File: config.mk
export PLATFORM = sky130hd
export DESIGN_NAME = mdnt_level
export DESIGN_NICKNAME = d
export VERILOG_FILES = /design/src/mdnt_pkg.sv /design/src/mdnt_level.sv
export SDC_FILE = /design/constraint.sdc
export NUM_CORES = 2
export LEC_CHECK = 0
export ABC_AREA = 1
export BUFFER_PORTS_ARGS = -buffer_cell sky130_fd_sc_hd__buf_4
export CAP_MARGIN = 20
export CORE_UTILIZATION = 65
export CTS_CLUSTER_SIZE = 25
export DETAILED_ROUTE_END_ITERATION = 12
export PLACE_DENSITY = 0.94
export SYNTH_ARGS = -nofsm -noshare
export SYNTH_HDL_FRONTEND = slang
export SYNTH_SLANG_ARGS = --single-unit
File: constraint.sdc
create_clock -name aclk -period 11.9 [get_ports aclk]
set_input_delay 2.38 -clock aclk [delete_from_list [all_inputs] [get_ports aclk]]
set_output_delay 2.38 -clock aclk [all_outputs]
set_load 0.01 [all_outputs]
File: src/mdnt_pkg.sv
package mdnt_pkg;

    localparam int LEVEL_W = 8;
    localparam int BINS = 256;
    localparam int BIN_AW = 8;
    localparam int GAIN_W = 11;
    localparam int THR_W = 10;
    localparam int STATUS_W = 2;

    localparam logic [1:0] REG_PREV_GAIN = 2'd0;
    localparam logic [1:0] REG_NEW_GAIN = 2'd1;
    localparam logic [1:0] REG_MAX_THR = 2'd2;

    localparam logic [STATUS_W-1:0] ST_NONE = 2'd0;
    localparam logic [STATUS_W-1:0] ST_VALID = 2'd1;
    localparam logic [STATUS_W-1:0] ST_FEW = 2'd2;

    localparam int MIN_PIXELS = 1000;
    localparam int BRIGHT_FLOOR = 40;
    localparam int DIFF_SCALE = 120;
    localparam int THR_MIN = 30;
    localparam int THR_OFFSET = 12;

    typedef struct packed {
        logic [7:0] red_prev;
        logic [7:0] green_prev;
        logic [7:0] blue_prev;
        logic [7:0] red_new;
        logic [7:0] green_new;
        logic [7:0] blue_new;
        logic       include_pixel;
        logic       last_pixel;
    } pixel_t;

    // result from the level unit to the frame control
    typedef struct packed {
        logic [LEVEL_W-1:0] level;
        logic               include_pixel;
        logic               last_pixel;
    } level_t;

endpackage

File: src/mdnt_level.sv
// multi-cycle difference level unit: scale, sum, then restoring divide
module mdnt_level (
    input  logic                      aclk,
    input  logic                      aresetn,
    input  logic                      start,
    input  mdnt_pkg::pixel_t          pix,
    input  logic [mdnt_pkg::GAIN_W-1:0] prev_gain,
    input  logic [mdnt_pkg::GAIN_W-1:0] new_gain,
    output logic                      done,
    output mdnt_pkg::level_t          res
);

    localparam logic [1:0] S_IDLE = 2'd0;
    localparam logic [1:0] S_SUM = 2'd1;
    localparam logic [1:0] S_DIV = 2'd2;
    localparam int QW = 20;

    logic [1:0] state_reg;
    logic [18:0] pr_reg [3], nw_reg [3];
    logic [18:0] mp, mn;
    logic [18:0] ar, ag, ab;
    logic [20:0] sum;
    logic [18:0] bright_c;
    logic [QW-1:0] num_reg;
    logic [10:0] den_reg;
    logic [11:0] rem_reg;
    logic [QW-1:0] quo_reg;
    logic [4:0] cnt_reg;
    logic inc_reg, last_reg;
    logic [11:0] trial;
    logic [QW-1:0] qsat;

    function automatic logic [18:0] mx3(input logic [18:0] a, b, c);
        logic [18:0] m;
        m = a;
        if (b > m) m = b;
        if (c > m) m = c;
        return m;
    endfunction

    function automatic logic [18:0] ad(input logic [18:0] a, b);
        return a > b ? a - b : b - a;
    endfunction

    always_comb begin
        mp = mx3(pr_reg[0], pr_reg[1], pr_reg[2]);
        mn = mx3(nw_reg[0], nw_reg[1], nw_reg[2]);
        bright_c = ((mp > mn) ? mp : mn) >> 8;
        if (bright_c < 19'(mdnt_pkg::BRIGHT_FLOOR)) bright_c = 19'(mdnt_pkg::BRIGHT_FLOOR);
        ar = ad(pr_reg[0], nw_reg[0]);
        ag = ad(pr_reg[1], nw_reg[1]);
        ab = ad(pr_reg[2], nw_reg[2]);
        sum = 21'(ar) + {1'b0, ag, 1'b0} + 21'(ab);
        trial = {rem_reg[10:0], num_reg[QW-1]};
    end

    always_ff @(posedge aclk) begin
        if (!aresetn) begin
            state_reg <= S_IDLE;
            done <= 1'b0;
        end else begin
            done <= 1'b0;
            case (state_reg)
                S_IDLE: if (start) state_reg <= S_SUM;
                S_SUM: state_reg <= S_DIV;
                S_DIV: if (cnt_reg == 5'(QW - 1)) begin
                    state_reg <= S_IDLE;
                    done <= 1'b1;
                end
                default: state_reg <= S_IDLE;
            endcase
        end
    end

    // bright is below 2^11 since max gain product >> 8 fits; numerator (sum>>8)*120
    always_ff @(posedge aclk) begin
        case (state_reg)
            S_IDLE: if (start) begin
                pr_reg[0] <= pix.red_prev * prev_gain;
                pr_reg[1] <= pix.green_prev * prev_gain;
                pr_reg[2] <= pix.blue_prev * prev_gain;
                nw_reg[0] <= pix.red_new * new_gain;
                nw_reg[1] <= pix.green_new * new_gain;
                nw_reg[2] <= pix.blue_new * new_gain;
                inc_reg <= pix.include_pixel;
                last_reg <= pix.last_pixel;
            end
            S_SUM: begin
                num_reg <= QW'((sum >> 8) * 7'(mdnt_pkg::DIFF_SCALE));
                den_reg <= bright_c[10:0];
                rem_reg <= '0;
                quo_reg <= '0;
                cnt_reg <= '0;
            end
            S_DIV: begin
                num_reg <= num_reg << 1;
                cnt_reg <= cnt_reg + 5'd1;
                if (trial >= {1'b0, den_reg}) begin
                    rem_reg <= trial - {1'b0, den_reg};
                    quo_reg <= {quo_reg[QW-2:0], 1'b1};
                end else begin
                    rem_reg <= trial;
                    quo_reg <= {quo_reg[QW-2:0], 1'b0};
                end
            end
            default: ;
        endcase
    end

    assign qsat = quo_reg;
    always_comb begin
        res.include_pixel = inc_reg;
        res.last_pixel = last_reg;
        if (!inc_reg) res.level = '0;
        else if (qsat > QW'(255)) res.level = 8'hff;
        else res.level = qsat[7:0];
    end

endmodule

==> flow_summary.json <==
{
  "final_util_pct": 68.81,
  "hold_viol_final": 0,
  "worst-setup-path-type": "flip-flop to flip-flop",
  "holdCritPathClass": "flip-flop to flip-flop",
  "antenna_found_initial": 0,
  "timing.final.ws_setup_ns": 3.597,
  "cts_hold_buffers": 0,
  "area_delta_synth_final_pct": 4.378,
  "dieArea_mm2": 0.05444,
  "postPlaceCellArea_mm2": 0.03574,
  "rr_startpoint": "pr_reg[0][14]$_DFFE_PP_",
  "synth_fa_ha_area_share_pct": 39.06,
  "rsz0062_at_grt": "no",
  "synth-edff-count": 180,
  "finalMaxSlewViolations": 0,
  "crit_path_start_kind": "flip-flop",
  "post-route-min-period_ns": 8.303,
  "port-buffer-count": 85,
  "grt_pass1_vias": 30760,
  "violations": "design-rule violations",
  "cts_resized": 0,
  "synthArstFlopShare_pct": 0,
  "initial_core_util_pct": 65.92,
  "synth.top_cell.area_share_pct": 21.18,
  "place_ws_ns": 3.712,
  "synth_simple_gate_area_share_pct": 17.97,
  "grt_use_total_pct": 36.02,
  "hold_start": "num_reg[11]$_DFFE_PP_",
  "hold_depth": 2,
  "synthTopCellsByArea": "fa_1, ha_1, edfxtp_1",
  "cap_violations": 0,
  "postRouteAntennaNets": 0,
  "synthMuxAreaShare_pct": 0.1151,
  "dp_hpwl_mm": 77.87,
  "first_pass_iters": 11,
  "clk_path_buf_depth": 2,
  "cts_root_buffer": "clkbuf_16",
  "pin_count": 86,
  "postCtsSetupRepairBufs": 0,
  "stdcell_area_mm2": 0.03630,
  "drc": 9,
  "globalplace.congestion": 1.059,
  "synthCells": 4550,
  "std_cell_rows": 84,
  "cts_tree": "built",
  "vias": 30190,
  "grt_pass1_wl_mm": 152.2,
  "htreeDepth": 4,
  "reg2reg_setup_slack_ns": 3.60,
  "routedWlPerCell_um": 18.16,
  "min_to": "num_reg[12]$_DFFE_PP_",
  "synth_compound_area_share_pct": 9.818,
  "crit_arrival_ns": 8.54,
  "drt_iter0_markers": 2643,
  "endpoint_kind": "flip-flop",
  "clkSinkCount": 183,
  "totalWireLength_mm": 94.99,
  "cts_made_buffers": 17,
  "status": "complete, but fails checks",
  "yosys_warnings": 0,
  "ys_seq_elements": 183,
  "drive_above_1_share_pct": 4.271,
  "netlist_area_mm2": 0.03478,
  "yosysUniqueCellTypes": 61,
  "synth.largest_area_cell": "fa_1",
  "cp_slowest_cell": "fa_1",
  "slew_headroom_pct": 36.17,
  "synth_xor_area_share_pct": 4.155,
  "viasPerCell": 5.772,
  "nets": 5469,
  "grt_max_degree": 67,
  "die_w_um": 233.3,
  "critPathRequiredTime_ns": 12.14,
  "fmax_ghz": 0.1204,
  "clock_latency_ns": 0.49,
  "syn_area_per_cell_um2": 7.644,
  "synth_top_family_by_area": "adder cells",
  "fin_skew_ns": 0.01585,
  "die_h_um": 233.3,
  "worst_pin_slew_ns": 0.9551,
  "fill_cells": 4045,
  "rr_worst_depth": 32,
  "core_mm2": 0.05276,
  "synth_nets": 5490,
  "clkTransAtPathRegs_ns": 0.08,
  "ys_seq_area_share_pct": 15.71,
  "crit_top_cell": "nand2_1",
  "slowest_delay_ns": 0.55,
  "synthFlopType": "edfxtp_1",
  "reg2reg_to": "num_reg[15]$_DFFE_PP_",
  "totalNegativeSetupSlack_ns": 0,
  "cp_max_fo": 22,
  "diodes": 0,
  "setup_viol": 0,
  "grt-ovfl-total": 0,
  "fin_crit_sh_pct": 69.77
}
[worst max-delay path, delay by kind of cell (launching register included)]
family          cells  cell delay, ns
buf+inv             5            0.87
flops               1            0.36
fa+ha+maj           6            2.70
compound gates      7            1.33
simple gates       12            2.03
xor+xnor            2            0.76
[layer usage]
layer	global-route usage, %	wire length, um	share of wire [%]	vias to the layer above
li1	-	-	-	14010
met1	43.89	35590	37	14290
met2	59.54	44750	47	1508
met3	6.360	8529	9.0	377
met4	21.71	6128	6.5	0
met5	0	0	0	-
[metrics by stage]
stage,instances,hold slack [ns]
3_5_place_dp,5198,0.5098
6_report,5230,0.5292
3_3_place_gp,5198,0.4996
4_1_cts,5230,0.5298
2_1_floorplan,4550,0.4944
5_1_grt,5230,0.5619
[cells in the final DEF (no fill, tap or decap), drive strengths merged, types with 17 or more instances in the layout]
cell / netlist / layout
nand3: 123 / 123
buf: 27 / 88
a21oi: 279 / 279
edfxtp: 180 / 180
a31oi: 21 / 21
nor2: 124 / 124
xnor2: 66 / 66
a21o: 21 / 21
fa: 368 / 368
xor2: 99 / 99
nand4: 21 / 21
clkbuf: 101 / 17
o21ai: 226 / 226
ha: 497 / 497
nor3: 20 / 20
a21boi: 17 / 17
nand2: 1196 / 1196
inv: 1067 / 1075
[worst max path at each step]
stage	startpoint	endpoint	depth (start not counted)
6_report	pr_reg[0][14]$_DFFE_PP_	num_reg[15]$_DFFE_PP_	32
3_5_place_dp	nw_reg[0][25]$_DFFE_PP_	num_reg[15]$_DFFE_PP_	31
4_1_cts	nw_reg[0][25]$_DFFE_PP_	num_reg[15]$_DFFE_PP_	32
2_1_floorplan	pr_reg[0][52]$_DFFE_PP_	num_reg[15]$_DFFE_PP_	37
5_1_grt	pr_reg[0][25]$_DFFE_PP_	num_reg[17]$_DFFE_PP_	36
3_3_place_gp	nw_reg[0][25]$_DFFE_PP_	num_reg[15]$_DFFE_PP_	34
[synthesized netlist by cell type, types with 3 or more instances]
cell type	instances
buf_4	6
edfxtp_1	180
nor3_1	18
inv_1	1058
clkbuf_1	100
xor2_1	99
ha_1	497
nand2_4	3
o31ai_1	8
nand3b_1	6
nand3_1	111
a21boi_0	15
a21oi_1	277
a31oi_1	21
a211oi_1	3
o21ai_0	145
fa_1	368
nand3_4	3
mux2i_1	4
o21bai_1	16
or2_2	7
nor2_4	3
buf_2	16
nor4_1	6
o211ai_1	8
o21ai_1	73
inv_2	9
nor2_1	117
o21a_1	4
dfxtp_1	3
nand4_1	21
a21o_1	21
nor2_2	4
buf_6	4
xnor2_1	66
nand2_2	18
o21ai_2	8
nand3_2	9
and2_1	6
nand2_1	1175
a221oi_1	5
[final cells by class]
cell class	instances	area [um^2]	area share, %
clock buffers	17	425.4	1.172
clock inverters	15	136.4	0.3757
inverters	1069	4015	11.06
multi-input cells	3170	24740	68.15
flip-flops and latches	183	5465	15.05
well taps	688	860.8	2.371
repair buffers	88	660.6	1.820
[cells by family (layout without fill, tap and decap cells)]
| family | after synthesis | count (layout) |
|---|---|---|
| AOI/OAI and AO/OA | 618 | 618 |
| DFF | 183 | 183 |
| buffers and inverters | 1197 | 1189 |
| and+or+nand+nor | 1518 | 1518 |
| muxes | 4 | 4 |
| adders and majority gates | 865 | 865 |
| xor gates and xnor gates | 165 | 165 |
Power is left out: the tool's default activity adds up to more than one toggle a clock period on the data nets, which glitch-free logic cannot reach.
